$ cat config.mk
export PLATFORM = sky130hd
export DESIGN_NAME = cau_cell
export DESIGN_NICKNAME = d
export VERILOG_FILES = /design/src/design/cau_pkg.sv /design/src/design/cau_cell.sv
export SDC_FILE = /design/constraint.sdc
export NUM_CORES = 1
export LEC_CHECK = 0
export BUFFER_PORTS_ARGS = -buffer_cell sky130_fd_sc_hd__buf_2
export CAP_MARGIN = 20
export CORE_AREA = 2 2 329 331
export DETAILED_ROUTE_END_ITERATION = 16
export DIE_AREA = 0 0 331 333
export GPL_ROUTABILITY_DRIVEN = 0
export SYNTH_ARGS = -nofsm -noshare
export SYNTH_HDL_FRONTEND = slang
export SYNTH_SLANG_ARGS = --single-unit
$ cat constraint.sdc
create_clock -name aclk -period 31.9 [get_ports aclk]
set_input_delay 4.785 -clock aclk [delete_from_list [all_inputs] [get_ports aclk]]
set_output_delay 4.785 -clock aclk [all_outputs]
set_load 0.02 [all_outputs]
$ cat src/design/cau_pkg.sv
// Shared types, constants and helper functions for the complex arithmetic unit.
// Used by every module of the unit; depends on nothing else.
`default_nettype none

package cau_pkg;

    localparam int WORD_W = 32;
    localparam int FRAC_W = 16;
    localparam int STEPS  = WORD_W;
    localparam int EXT_W  = 2 * WORD_W + 2;
    localparam int PROD_W = 2 * WORD_W;

    typedef enum logic [3:0] {
        CMD_ADD   = 4'd0,
        CMD_SUB   = 4'd1,
        CMD_MUL   = 4'd2,
        CMD_DIV   = 4'd3,
        CMD_SCALE = 4'd4,
        CMD_SDIV  = 4'd5,
        CMD_CONJ  = 4'd6,
        CMD_MAG   = 4'd7,
        CMD_MAGSQ = 4'd8,
        CMD_EQUAL = 4'd9
    } cmd_t;

    typedef enum logic [1:0] {
        ST_OK   = 2'd0,
        ST_DIV0 = 2'd1,
        ST_SAT  = 2'd2
    } status_t;

    // Word handed from cell to cell along the quotient and root chain.
    typedef struct packed {
        logic                is_div;
        logic                is_sqrt;
        logic                dz;
        logic                sat;
        logic                is_equal;
        logic                neg_re;
        logic                neg_im;
        logic                ovf_re;
        logic                ovf_im;
        logic [PROD_W-1:0]   den;
        logic [PROD_W-1:0]   rem_re;
        logic [PROD_W-1:0]   rem_im;
        logic [PROD_W-1:0]   pend_re;
        logic [WORD_W-1:0]   pend_im;
        logic [WORD_W-1:0]   q_re;
        logic [WORD_W-1:0]   q_im;
        logic [WORD_W-1:0]   res_re;
        logic [WORD_W-1:0]   res_im;
    } cell_t;

    typedef struct packed {
        logic              sat;
        logic [WORD_W-1:0] val;
    } sat_res_t;

    // Clamp a sign and magnitude pair to the word range.
    function automatic sat_res_t sat_fn(input logic neg, input logic [EXT_W-1:0] mag);
        logic [EXT_W-1:0] lim;
        logic [EXT_W-1:0] mag_c;
        sat_res_t         r;
        lim   = neg ? (EXT_W'(1) << (WORD_W - 1)) : ((EXT_W'(1) << (WORD_W - 1)) - EXT_W'(1));
        r.sat = mag > lim;
        mag_c = r.sat ? lim : mag;
        r.val = neg ? WORD_W'(-mag_c) : mag_c[WORD_W-1:0];
        return r;
    endfunction

    function automatic logic [EXT_W-1:0] abs_fn(input logic signed [EXT_W-1:0] v);
        return v[EXT_W-1] ? EXT_W'(-v) : EXT_W'(v);
    endfunction

endpackage

`default_nettype wire

$ cat src/design/cau_cell.sv
// One step of the quotient and root chain: a restoring divide step on both
// lanes, or a two-bit square root step on the real lane. Depends on cau_pkg.
`default_nettype none

module cau_cell (
    input  wire logic          aclk,
    input  wire logic          aresetn,
    input  wire logic          s_valid,
    output logic               s_ready,
    input  wire cau_pkg::cell_t s_data,
    output logic               m_valid,
    input  wire logic          m_ready,
    output cau_pkg::cell_t     m_data
);
    import cau_pkg::*;

    cell_t data_reg, data_next;
    logic  valid_reg;

    assign s_ready = !valid_reg || m_ready;
    assign m_valid = valid_reg;
    assign m_data  = data_reg;

    always_comb begin
        logic [EXT_W-1:0] r_re, t_re, r_im, t_im;
        logic             ge_re, ge_im;
        data_next = s_data;
        if (s_data.is_sqrt) begin
            r_re = {s_data.rem_re, s_data.pend_re[PROD_W-1 -: 2]};
            t_re = {{(EXT_W-WORD_W-2){1'b0}}, s_data.q_re, 2'b01};
            data_next.pend_re = s_data.pend_re << 2;
        end else begin
            r_re = {1'b0, s_data.rem_re, s_data.pend_re[PROD_W-1]};
            t_re = {2'b00, s_data.den};
            data_next.pend_re = s_data.pend_re << 1;
        end
        r_im  = {1'b0, s_data.rem_im, s_data.pend_im[WORD_W-1]};
        t_im  = {2'b00, s_data.den};
        ge_re = r_re >= t_re;
        ge_im = r_im >= t_im;
        data_next.rem_re  = PROD_W'(ge_re ? r_re - t_re : r_re);
        data_next.rem_im  = PROD_W'(ge_im ? r_im - t_im : r_im);
        data_next.q_re    = {s_data.q_re[WORD_W-2:0], ge_re};
        data_next.q_im    = {s_data.q_im[WORD_W-2:0], ge_im};
        data_next.pend_im = s_data.pend_im << 1;
    end

    always_ff @(posedge aclk) begin
        if (!aresetn) begin
            valid_reg <= 1'b0;
        end else if (s_ready) begin
            valid_reg <= s_valid;
        end
    end

    always_ff @(posedge aclk) begin
        if (s_ready && s_valid) begin
            data_reg <= data_next;
        end
    end

endmodule

`default_nettype wire

==> impl_metrics.json <==
{
  "tightest_slew_ps": 1030,
  "rows": 120,
  "overflow": 0,
  "place_inst": 4268,
  "cts_max_path_buffers": 3,
  "synth_edf_count": 423,
  "maxSlewViolCount": 0,
  "relSlewSlack_pct": 31.5,
  "clock_latency_ps": 650,
  "ir_drop_mv": 0.0366,
  "max-cap-violations": 0,
  "synth_top_family_by_area": "compound AO/OA/AOI/OAI gates",
  "path_max_fanout": 83,
  "layout-drive-gt1-share_pct": 38.8,
  "synth-xor-area-share_pct": 3.90,
  "cp_data_required_time_ps": 32290,
  "routed_wl_mm": 112,
  "first_global_vias": 20400,
  "rsz0062_at_grt": "false",
  "setup_viol": 0,
  "synth_compound_area_share_pct": 14.1,
  "final_core_util_pct": 29.9,
  "dr.pass1.iters": 5,
  "syn_to_final_growth_pct": 31.4,
  "synthFlopType": "edfxtp_1",
  "wl_met1_mm": 41.5,
  "final_cell_count_no_fill": 4390,
  "cts_inserted_buffers": 54,
  "p_leak_uw": 0.0136,
  "start_util_pct": 22.8,
  "muxShareOfSynthArea_pct": 9.94,
  "syn_area_um2": 24300,
  "clock_skew_ps": 17.5,
  "synth_seq_cells": 424,
  "avgViaCountPerCell": 4.66,
  "end_kind": "flop",
  "synth_area_leaders": "edfxtp_1 (52%), mux2_2 (6.7%), ha_1 (6.6%)",
  "num_io_pins": 856,
  "yosysWarnings": 0,
  "met2_wirelength_mm": 57.3,
  "cts_sinks": 424,
  "cts_tree": "yes",
  "async_reset_ff_share_pct": 0,
  "reg2reg_from": "m_valid",
  "routedWlPerCell_um": 25.4,
  "antenna_found_initial": 83,
  "synth_top_area_share_pct": 52.3,
  "drtAntennaViolNets": 0,
  "hold_start": "m_valid",
  "synth-simple-area-share_pct": 9.39,
  "hp-class": "reg2reg",
  "arrival_ps": 11130,
  "hold_viol_final": 0,
  "ys_seq_area_share_pct": 52.4,
  "root_buffer": "clkbuf_16",
  "vias": 20400,
  "crit_type": "in2reg",
  "synth_fa_ha_area_share_pct": 6.76,
  "cts_hold_buf": 0,
  "drc": 0,
  "ctsResizeCount": 0,
  "max_clock_freq_mhz": 93.1,
  "min_period_ps": 10740,
  "grt_max_degree": 84,
  "port_buffers": 852,
  "fin_setup_tns_ps": 0,
  "dieArea_um2": 110000,
  "die_x_um": 331,
  "coreArea_um2": 107000,
  "track_usage_pct": 19.3,
  "outcome": "complete, no violations",
  "fin_crit_sh_pct": 33.7,
  "cp-startpoint": "s_data[423]",
  "synth_area_per_cell_um2": 11.7,
  "drt_iter0_drc": 1342,
  "powerDensity_nw_per_um2": 56.2,
  "met3_length_mm": 8.91,
  "synth_top_area_cell": "edfxtp_1",
  "dpl.hpwl_mm": 92.6,
  "top_layer_used": "met5",
  "start_kind": "input pin",
  "netlist_instances": 2076,
  "final_nets": 3480,
  "clk_pin_slew_worst_paths_ps": 60,
  "grt_pass1_wl_mm": 151,
  "synthTopCellsByCount": "edfxtp_1 (423), a21oi_1 (186), mux2_2 (145), ha_1 (128), nand2_1 (123)",
  "h-tree-depth": 2,
  "postCtsSetupBuffers": 0,
  "whs_ps": 555,
  "yosysMostFrequentCell": "edfxtp_1",
  "ys_types": 80,
  "die_y_um": 333
}
sequential cells by signal, summed over array words and instances, names as in the netlist:
signal	count
m_data	423
m_valid	1
cell usage in the layout, fill, tap and decap left out, drive strengths merged, types with 18 or more instances in the layout:
| master | netlist | routed |
|---|---|---|
| nor2 | 111 | 111 |
| mux2 | 172 | 172 |
| clkinv | 1 | 19 |
| and3 | 18 | 18 |
| a21o | 80 | 80 |
| buf | 18 | 868 |
| nand2b | 40 | 40 |
| a21oi | 186 | 186 |
| xnor2 | 66 | 66 |
| clkbuf | 63 | 66 |
| nand2 | 124 | 124 |
| edfxtp | 423 | 423 |
| o21ai | 108 | 108 |
| o21bai | 35 | 35 |
| ha | 128 | 128 |
| nor3 | 21 | 21 |
| o21a | 21 | 21 |
| xor2 | 42 | 42 |
| nand3 | 38 | 38 |
| diode | 0 | 20 |
| mux2i | 40 | 40 |
| inv | 117 | 124 |
| nand4 | 36 | 36 |
report_power, final:
part / switching [µW] / leakage [µW] / internal [µW]
combinational: 303 / 0.00868 / 172
clock: 275 / 0.000840 / 350
sequential: 12.0 / 0.00410 / 681
total: 590 / 0.0136 / 1200
cell type report:
cell class	count	area, µm²
inverter	118	444
clock inverter	37	384
timing repair buffer	869	4400
antenna	20	50.0
tap	1403	1760
sequential	424	12700
multi-input combinational	1454	10700
fill	11200	74700
clock buffer	65	1390
metal layers:
metal | track usage (%) | up-vias
li1 | - | 9527
met1 | 21.1 | 9815
met2 | 35.6 | 837
met3 | 5.70 | 238
met4 | 5.79 | 20
met5 | 0 | -
logic make-up (layout without fill, tap and decap cells):
group | after synthesis | count (layout)
and+or+nand+nor | 461 | 461
AOI/OAI and AO/OA | 541 | 541
buffers and inverters | 199 | 1089
DFF | 424 | 424
xor gates and xnor gates | 108 | 108
muxes | 212 | 212
adders and majority gates | 130 | 130
other | 1 | 22
final timing paths:
path	endpoint	depth (start not counted)	slack, ps
worst min-delay path	m_valid	2	560
worst min register to register	m_valid	2	560
worst max-delay path	m_data[302]	15	21160
worst max register to register	m_data[108]	4	28760
critical path, cell delays in order:
cell and delay, ps:
clkbuf_8 490, buf_4 600, mux2_2 420, ha_1 390, and2_1 340, o211ai_1 140, a21oi_1 490, o211ai_1 300
a21oi_1 650, o21ai_0 260, a211oi_1 690, nor2_4 40, inv_2 190, buf_4 610, mux2_2 410
per-stage QoR:
stage | area [µm²] | worst slack [ps] | total power, µW
finish | 31900 | 21160 | 1790
global route | 31900 | 20960 | 1880
global placement | 30000 | 20530 | 1180
detailed placement | 30000 | 20470 | 1180
CTS | 31800 | 21150 | 1820
floorplan | 24300 | 16420 | 1010
No activity file was read; power rests on OpenSTA's default activity.
