`src/design/cau_pkg.sv`:
```
// Shared types, constants and helper functions for the complex arithmetic unit.
// Used by every module of the unit; depends on nothing else.
`default_nettype none

package cau_pkg;

    localparam int WORD_W = 32;
    localparam int FRAC_W = 16;
    localparam int STEPS  = WORD_W;
    localparam int EXT_W  = 2 * WORD_W + 2;
    localparam int PROD_W = 2 * WORD_W;

    typedef enum logic [3:0] {
        CMD_ADD   = 4'd0,
        CMD_SUB   = 4'd1,
        CMD_MUL   = 4'd2,
        CMD_DIV   = 4'd3,
        CMD_SCALE = 4'd4,
        CMD_SDIV  = 4'd5,
        CMD_CONJ  = 4'd6,
        CMD_MAG   = 4'd7,
        CMD_MAGSQ = 4'd8,
        CMD_EQUAL = 4'd9
    } cmd_t;

    typedef enum logic [1:0] {
        ST_OK   = 2'd0,
        ST_DIV0 = 2'd1,
        ST_SAT  = 2'd2
    } status_t;

    // Word handed from cell to cell along the quotient and root chain.
    typedef struct packed {
        logic                is_div;
        logic                is_sqrt;
        logic                dz;
        logic                sat;
        logic                is_equal;
        logic                neg_re;
        logic                neg_im;
        logic                ovf_re;
        logic                ovf_im;
        logic [PROD_W-1:0]   den;
        logic [PROD_W-1:0]   rem_re;
        logic [PROD_W-1:0]   rem_im;
        logic [PROD_W-1:0]   pend_re;
        logic [WORD_W-1:0]   pend_im;
        logic [WORD_W-1:0]   q_re;
        logic [WORD_W-1:0]   q_im;
        logic [WORD_W-1:0]   res_re;
        logic [WORD_W-1:0]   res_im;
    } cell_t;

    typedef struct packed {
        logic              sat;
        logic [WORD_W-1:0] val;
    } sat_res_t;

    // Clamp a sign and magnitude pair to the word range.
    function automatic sat_res_t sat_fn(input logic neg, input logic [EXT_W-1:0] mag);
        logic [EXT_W-1:0] lim;
        logic [EXT_W-1:0] mag_c;
        sat_res_t         r;
        lim   = neg ? (EXT_W'(1) << (WORD_W - 1)) : ((EXT_W'(1) << (WORD_W - 1)) - EXT_W'(1));
        r.sat = mag > lim;
        mag_c = r.sat ? lim : mag;
        r.val = neg ? WORD_W'(-mag_c) : mag_c[WORD_W-1:0];
        return r;
    endfunction

    function automatic logic [EXT_W-1:0] abs_fn(input logic signed [EXT_W-1:0] v);
        return v[EXT_W-1] ? EXT_W'(-v) : EXT_W'(v);
    endfunction

endpackage

`default_nettype wire

```
`src/design/cau_finish.sv`:
```
// Output stage: picks quotient, root or direct result, saturates, sets the
// status code and holds the word until it is taken. Depends on cau_pkg.
`default_nettype none

module cau_finish (
    input  wire logic                aclk,
    input  wire logic                aresetn,
    input  wire logic                s_valid,
    output logic                     s_ready,
    input  wire cau_pkg::cell_t      s_data,
    output logic                     m_valid,
    input  wire logic                m_ready,
    output logic signed [31:0]       m_res_re,
    output logic signed [31:0]       m_res_im,
    output logic                     m_is_equal,
    output logic [1:0]               m_status
);
    import cau_pkg::*;

    logic                valid_reg;
    logic [WORD_W-1:0]   re_reg, re_next;
    logic [WORD_W-1:0]   im_reg, im_next;
    logic                eq_reg, eq_next;
    status_t             st_reg, st_next;

    assign s_ready    = !valid_reg || m_ready;
    assign m_valid    = valid_reg;
    assign m_res_re   = re_reg;
    assign m_res_im   = im_reg;
    assign m_is_equal = eq_reg;
    assign m_status   = st_reg;

    always_comb begin
        sat_res_t r_re, r_im;
        logic     sat;
        if (s_data.is_div) begin
            r_re = sat_fn(s_data.neg_re, EXT_W'({s_data.ovf_re, s_data.q_re}));
            r_im = sat_fn(s_data.neg_im, EXT_W'({s_data.ovf_im, s_data.q_im}));
            sat  = r_re.sat || r_im.sat;
        end else if (s_data.is_sqrt) begin
            r_re = sat_fn(1'b0, EXT_W'(s_data.q_re));
            r_im = sat_fn(1'b0, '0);
            sat  = r_re.sat;
        end else begin
            r_re.val = s_data.res_re;
            r_re.sat = 1'b0;
            r_im.val = s_data.res_im;
            r_im.sat = 1'b0;
            sat      = s_data.sat;
        end
        eq_next = s_data.is_equal;
        if (s_data.dz) begin
            re_next = '0;
            im_next = '0;
            st_next = ST_DIV0;
        end else begin
            re_next = r_re.val;
            im_next = r_im.val;
            st_next = sat ? ST_SAT : ST_OK;
        end
    end

    always_ff @(posedge aclk) begin
        if (!aresetn) begin
            valid_reg <= 1'b0;
        end else if (s_ready) begin
            valid_reg <= s_valid;
        end
    end

    always_ff @(posedge aclk) begin
        if (s_ready && s_valid) begin
            re_reg <= re_next;
            im_reg <= im_next;
            eq_reg <= eq_next;
            st_reg <= st_next;
        end
    end

endmodule

`default_nettype wire

```
`config.mk`:
```
export PLATFORM = sky130hd
export DESIGN_NAME = cau_finish
export DESIGN_NICKNAME = d
export VERILOG_FILES = /design/src/design/cau_pkg.sv /design/src/design/cau_finish.sv
export SDC_FILE = /design/constraint.sdc
export NUM_CORES = 1
export LEC_CHECK = 0
export ABC_CLOCK_PERIOD_IN_PS = 5700
export BUFFER_PORTS_ARGS = -buffer_cell sky130_fd_sc_hd__buf_2
export CAP_MARGIN = 20
export CORE_AREA = 2 2 194 196
export CTS_CLUSTER_SIZE = 20
export DETAILED_ROUTE_END_ITERATION = 8
export DIE_AREA = 0 0 196 198
export GPL_TIMING_DRIVEN = 0
export SLEW_MARGIN = 20
export SYNTH_ARGS = -nofsm -noshare
export SYNTH_HDL_FRONTEND = slang
export SYNTH_SLANG_ARGS = --single-unit
```
`constraint.sdc`:
```
create_clock -name aclk -period 5.7 [get_ports aclk]
set_input_delay 0.855 -clock aclk [delete_from_list [all_inputs] [get_ports aclk]]
set_output_delay 0.855 -clock aclk [all_outputs]
set_load 0.005 [all_outputs]
```
==> results of run 1 <==
-- sequential cells by signal, summed over array words and instances (netlist names) --
signal and cells:
m_status 2, m_res_re 32, m_valid 1, m_res_im 32
m_is_equal 1
-- worst paths after layout --
check / end / slack, ns / cells past startpoint
max: m_res_re[30] / 0.31 / 20
min: m_valid / 0.54 / 2
max reg2reg: m_res_re[30] / 4.21 / 3
min reg2reg: m_valid / 0.54 / 2
-- area by class of cell --
type	instances	area (um^2)
sequential	68	2030
clock buffer	10	229
multi-input combinational	683	4550
fill	4112	28100
timing repair buffer	214	1110
clock inverter	6	63.8
antenna	11	27.5
tap	474	593
buffer	50	203
inverter	16	67.6
-- logic make-up (layout without fill, tap and decap cells) --
kind of cell             after synthesis  after routing
multiplexers                          16             16
buffers and inverters                 69            296
flip-flops                            68             68
XOR/XNOR                               2              2
AND/OR/NAND/NOR                      293            293
adder cells (fa/ha/maj)               66             66
other                                  0             11
AO/OA/AOI/OAI                        306            306
-- repair_timing --
action,4_1_cts,5_1_grt
buffers inserted,4,2
resized for setup,16,8
pin swaps,1,1
endpoints found under the setup margin,30,8
-- layer usage --
layer | up-vias | global-route usage [%] | wire [um]
met2 | 448 | 25.9 | 14700
met5 | - | 0 | 50
met3 | 88 | 4.31 | 2940
li1 | 3705 | - | -
met1 | 3739 | 23.3 | 15400
met4 | 8 | 9.06 | 2000
-- power by group through the flow --
stage / logic [W] / clock network, W / registers, W
5_1_grt: 0.000584 / 0.000629 / 0.000619
4_1_cts: 0.000527 / 0.000609 / 0.000616
3_5_place_dp: 0.000518 / 0 / 0.000626
3_3_place_gp: 0.000510 / 0 / 0.000630
6_report: 0.000538 / 0.000599 / 0.000615
2_1_floorplan: 0.000254 / 0 / 0.000627
-- metrics by stage --
step / worst slack [ns] / power (W) / util, %
floorplan: 0.208 / 0.000881 / -
global placement: -2.26 / 0.00114 / 22.8
detailed placement: -2.21 / 0.00114 / 22.8
CTS: 0.0520 / 0.00175 / 23.8
global route: 0.00709 / 0.00183 / 24.0
finish: 0.311 / 0.00175 / 24.0
-- worst register-to-register path: stages (launching register included) --
cell	delay, ns
dfxtp_1	0.31
nand2b_1	0.10
and2_4	0.46
buf_12	0.31
-- placed cells by master (no fill, tap or decap), types with 6 or more instances in the layout --
| cell | count |
|---|---|
| inv_1 | 14 |
| buf_4 | 8 |
| nand3_1 | 22 |
| a211oi_1 | 12 |
| nand2_1 | 67 |
| nand4_1 | 15 |
| o311ai_0 | 7 |
| nor2_1 | 70 |
| a21oi_1 | 76 |
| a21o_1 | 9 |
| o211ai_1 | 10 |
| clkbuf_1 | 42 |
| or3_1 | 19 |
| edfxtp_1 | 67 |
| nand2b_1 | 7 |
| o22a_1 | 6 |
| mux2i_1 | 15 |
| or4_1 | 10 |
| diode_2 | 11 |
| clkbuf_16 | 9 |
| buf_2 | 206 |
| o221a_2 | 6 |
| o21a_1 | 11 |
| a31oi_1 | 9 |
| nand3b_1 | 6 |
| o22ai_1 | 44 |
| nor3_1 | 37 |
| ha_1 | 65 |
| o21ai_0 | 58 |
==> flow_summary_export.csv, run 1 <==
group,metric,value,unit
logic_synthesis,synthTopCellsByCount,"a21oi_1, nor2_1, edfxtp_1, nand2_1, ha_1",
clocking,clockRootBuffer,"clkbuf_16",
finish,syn2layout_area_growth,31.0,%
sta,tightest_slew,0.939,ns
power,ir_drop,0.000136,V
worst_setup_path,critical_path_class,"input port to register",
placement,io_buffers,207,
worst_setup_path,crit_family,"simple AND/OR/NAND/NOR gates",
logic_synthesis,ys.flop_type,"edfxtp_1",
logic_synthesis,syn_area,6780,um^2
worst_setup_path,crit_fanout,37,
floorplanning,die_y,198,um
global_route,antenna_found_initial,17,
power,p_seq_share,35.1,%
logic_synthesis,synthArstFlopShare,0,%
sta,relSlewSlack,37.4,%
sta,rsz0062_at_grt,"no",
worst_hold_path,hold_class,"register to register",
logic_synthesis,yosys.cell_count.top_type,"a21oi_1",
drt,firstDrtPassIters,5,
worst_setup_path,timing.rr.start,"m_valid",
logic_synthesis,yosysSeqAreaShare,30.0,%
placement,finalWeightedCongestion,0.913,
floorplanning,die_w,196,um
clocking,clk_latency,0.35,ns
power,power_density,197,nW/um^2
clocking,cts_made_buffers,9,
job,cap_violations,0,
worst_setup_path,critPathBufInv,5,
logic_synthesis,synth-compound-area-share,29.4,%
global_route,grt-ovfl-total,0,
logic_synthesis,ys_warn_count,0,
clocking,clockBufferDepth,2,
sta,tns,0,ns
placement,placed_cell_area,8440,um^2
power,netSwitchingFraction,35.2,%
worst_setup_path,critical_path.cell_chain,"buf_8 -> clkinvlp_4 -> ha_1 -> nand4b_1 -> nor4_4 -> nand2_1 -> o211a_1 -> a21oi_1 -> clkbuf_4 -> buf_4 -> buf_4 -> mux2i_1 -> ha_2 -> nand4_1 -> or3_1 -> or3_1 -> nor3b_2 -> o21bai_1 -> o2bb2ai_1 -> a211oi_1",
run_status,status,"finished clean",
power,clockPowerShare,34.2,%
worst_setup_path,arrival,5.45,ns
finish,fin_area,8880,um^2
logic_synthesis,syn_avg_cell_area,8.27,um^2
logic_synthesis,syn_inst,820,
logic_synthesis,synth.distinct_cells,70,
global_route,grt_max_degree,38,
logic_synthesis,synthSimpleGateAreaFrac,21.9,%
power,power.switching,0.000617,W
worst_hold_path,worstHoldStart,"m_valid",
global_route,grt_pass1_wl,49.4,mm
power,pwr-share-comb,30.7,%
finish,drive_above_1_share,25.5,%
logic_synthesis,synth.top_cells.by_area,"edfxtp_1, ha_1, a21oi_1",
placement,dp_hpwl,27.4,mm
logic_synthesis,yosys.area_share.xor_xnor,0.258,%
drt,via_count,7988,
placement,placed_cells,1502,
worst_setup_path,endpoint_kind,"register",
clocking,clk_pin_slew,0.07,ns
worst_setup_path,crit_start,"s_data[419]",
drt,drt_iter0_drc,715,
sta,fin_crit_sh,94.5,%
floorplanning,start_util,18.3,%
global_route,grt_usage,17.4,%
drt,drt-vias-per-instance,5.21,
global_route,grt_pass1_vias,7263,
sta,hold_viol,0,
worst_setup_path,cp_slowest_stage_delay,0.46,ns
logic_synthesis,synth-edff-count,67,
clocking,cts_tree,"yes",
logic_synthesis,synth_top_family_by_area,"compound AO/OA/AOI/OAI gates",
sta,maxSlewViolCount,0,
clocking,hold_buffers,0,
finish,fin_cells,1532,
finish,num-nets-final,1537,
logic_synthesis,synth_seq_cells,68,
drt,wl,35.0,mm
logic_synthesis,muxShareOfSynthArea,2.38,%
floorplanning,core_area,37000,um^2
sta,period_minus_slack,5.39,ns
floorplanning,ios,498,
floorplanning,rows,71,
power,leakagePower,3.44,nW
sta,setup_violations,0,
power,p_int,0.00113,W
logic_synthesis,synth_adder_area_share,12.2,%
sta,clock_skew,0.0153,ns
drt,drc,0,
worst_setup_path,slowest_stage,"or3_1",
logic_synthesis,synth_top_area_share,29.7,%
sta,holdWs,0.543,ns
drt,ant_nets,0,
logic_synthesis,synth.largest_area_cell,"edfxtp_1",
worst_setup_path,crit_path_start_kind,"input port",
sta,max_freq,186,MHz
clocking,cts.sinks,68,
drt,wl_per_cell,22.9,um
clocking,cts.htree.levels,3,
floorplanning,die_area,38800,um^2
logic_synthesis,synth_nets,1315,
worst_setup_path,crit_required,5.77,ns
No activity file was read; power rests on OpenSTA's default activity.
==> run 2: changes to the inputs <==
--- a/config.mk
+++ b/config.mk
@@ -6,13 +6,14 @@
 export NUM_CORES = 1
 export LEC_CHECK = 0
 export ABC_CLOCK_PERIOD_IN_PS = 5700
-export BUFFER_PORTS_ARGS = -buffer_cell sky130_fd_sc_hd__buf_2
+export BUFFER_PORTS_ARGS = -buffer_cell sky130_fd_sc_hd__buf_4
 export CAP_MARGIN = 20
 export CORE_AREA = 2 2 194 196
 export CTS_CLUSTER_SIZE = 20
 export DETAILED_ROUTE_END_ITERATION = 8
 export DIE_AREA = 0 0 196 198
 export GPL_TIMING_DRIVEN = 0
+export MAX_ROUTING_LAYER = met4
 export SLEW_MARGIN = 20
 export SYNTH_ARGS = -nofsm -noshare
 export SYNTH_HDL_FRONTEND = slang
==> flow_summary_export.csv, run 2 (synthesized netlist as in run 1, its figures left out) <==
group,metric,value,unit
run_status,status,"finished clean",
worst_hold_path,hold_class,"register to register",
clocking,clockBufferDepth,2,
global_route,grt_pass1_vias,7566,
finish,num-nets-final,1545,
global_route,antenna_found_initial,8,
worst_setup_path,endpoint,"m_res_re[30]",
power,p_total,0.00182,W
worst_setup_path,ff2ff_setup_slack,4.17,ns
finish,syn2layout_area_growth,39.5,%
finish,fin_cells,1538,
clocking,cts_tree,"yes",
drt,wl,35.9,mm
worst_setup_path,crit_path_start_kind,"input port",
floorplanning,die_w,196,um
sta,period_minus_slack,5.44,ns
finish,drive_above_1_share,26.3,%
worst_setup_path,crit_required,5.77,ns
worst_setup_path,crit_start,"s_data[419]",
global_route,grt-ovfl-total,0,
drt,ant_nets,0,
sta,setup_violations,0,
power,clockPowerShare,33.4,%
worst_setup_path,critical_path_class,"input port to register",
floorplanning,ios,498,
sta,clock_skew,0.0173,ns
placement,io_buffers,207,
clocking,cts.htree.levels,3,
worst_setup_path,timing.rr.start,"m_valid",
floorplanning,die_y,198,um
sta,holdWs,0.561,ns
worst_setup_path,arrival,5.51,ns
drt,wl_per_cell,23.3,um
finish,final_util,25.6,%
power,leakagePower,3.65,nW
worst_setup_path,endpoint_kind,"register",
clocking,clk_latency,0.37,ns
drt,drt_iter0_drc,733,
worst_setup_path,reg2reg_to,"m_res_re[30]",
global_route,grt_usage,18.5,%
placement,placed_cells,1502,
power,power_density,192,nW/um^2
floorplanning,core_area,37000,um^2
power,netSwitchingFraction,34.9,%
sta,fin_crit_sh,95.5,%
placement,finalWeightedCongestion,0.927,
clocking,cts_made_buffers,9,
drt,firstDrtPassIters,6,
sta,hold_viol,0,
sta,tightest_slew,0.940,ns
finish,mostFrequentLayoutCell,"buf_4",
placement,dp_hpwl,27.8,mm
floorplanning,rows,71,
sta,rsz0062_at_grt,"no",
clocking,clockRootBuffer,"clkbuf_16",
global_route,grt_pass1_wl,51.2,mm
job,cap_violations,0,
power,ir_drop,0.000129,V
power,power.switching,0.000634,W
drt,via_count,8061,
sta,maxSlewViolCount,0,
sta,relSlewSlack,36.7,%
drt,drc,0,
floorplanning,die_area,38800,um^2
finish,final_cell_mix,"buf_4, a21oi_1, nor2_1, nand2_1, edfxtp_1",
global_route,grt_max_degree,38,
clocking,cts.sinks,68,
clocking,clk_pin_slew,0.07,ns
drt,drt-vias-per-instance,5.24,
floorplanning,start_util,18.3,%
power,p_int,0.00118,W
worst_setup_path,r2r_cells,3,
clocking,hold_buffers,0,
worst_setup_path,crit_fanout,37,
power,pwr-share-comb,32.7,%
sta,max_freq,184,MHz
power,p_seq_share,33.9,%
[run 2: cell count changes in the layout (fill, tap and decap cells not counted)]
cell / previous run / this run
buf_12: 1 / 2
buf_2: 206 / 1
buf_4: 8 / 222
buf_8: 1 / 0
clkbuf_1: 42 / 40
clkbuf_2: 2 / 3
clkbuf_4: 2 / 1
clkinv_1: 0 / 1
clkinv_4: 0 / 1
diode_2: 11 / 9
inv_6: 1 / 0
o21ai_0: 58 / 57
o21ai_2: 0 / 1
[run 2: layout make-up]
cell class | count | area (um^2)
diodes | 9 | 22.5
flip-flops and latches | 68 | 2030
clock buffers | 9 | 225
clock inverters | 7 | 67.6
well taps | 474 | 593
inverters | 16 | 67.6
repair buffers | 222 | 1690
fillers | 4082 | 27500
multi-input cells | 683 | 4560
plain buffers | 50 | 204
[run 2: power groups by stage]
stage	combinational, W	sequential (W)	clock [W]
floorplan	0.000254	0.000627	0
CTS	0.000575	0.000618	0.000614
detailed placement	0.000569	0.000628	0
finish	0.000594	0.000617	0.000607
global route	0.000642	0.000621	0.000637
global placement	0.000560	0.000632	0
[run 2: stage by stage]
stage | setup WS (ns) | setup TNS [ns] | instance area, um^2
3_5_place_dp | -2.15 | -29.14 | 8950
2_1_floorplan | 0.208 | 0 | 6780
3_3_place_gp | -2.12 | -29.01 | 8930
4_1_cts | 0.0224 | 0 | 9320
6_report | 0.256 | 0 | 9460
5_1_grt | 0.0243 | 0 | 9460
[run 2: what timing repair did]
item                       CTS  global route
resized for setup           14            13
pin swaps                    0             1
gates cloned                 0             0
setup endpoints to repair   25            19
buffers inserted             4            10
[run 2: routing by layer]
metal / vias up / share of wire [%] / wire length (um) / GRT usage (%)
met2: 429 / 42 / 15000 / 26.4
met5: - / 0 / 0 / -
li1: 3709 / - / - / -
met3: 80 / 8.5 / 3030 / 4.55
met4: 0 / 5.5 / 1980 / 9.32
met1: 3843 / 44 / 15800 / 24.2
[run 2: worst min-delay path by stage]
stage | to | slack, ns | cells after the start | from
6_report | m_valid | 0.56 | 2 | m_valid
5_1_grt | m_valid | 0.60 | 2 | m_valid
4_1_cts | m_valid | 0.56 | 2 | m_valid
3_5_place_dp | m_valid | 0.55 | 2 | m_valid
3_3_place_gp | m_valid | 0.51 | 2 | m_valid
2_1_floorplan | m_valid | 0.54 | 2 | m_valid
[run 2: critical path: stages]
cell	delay [ns]
buf_12	0.15
ha_1	0.34
nand4_1	0.21
nor4_4	0.38
nand2_1	0.11
o211a_1	0.21
a21oi_1	0.18
buf_4	0.23
clkbuf_4	0.26
buf_4	0.25
mux2i_1	0.22
ha_2	0.30
nand4_1	0.21
or3_1	0.47
or3_1	0.45
nor3b_2	0.27
o21bai_1	0.08
o2bb2ai_1	0.17
a211oi_1	0.12
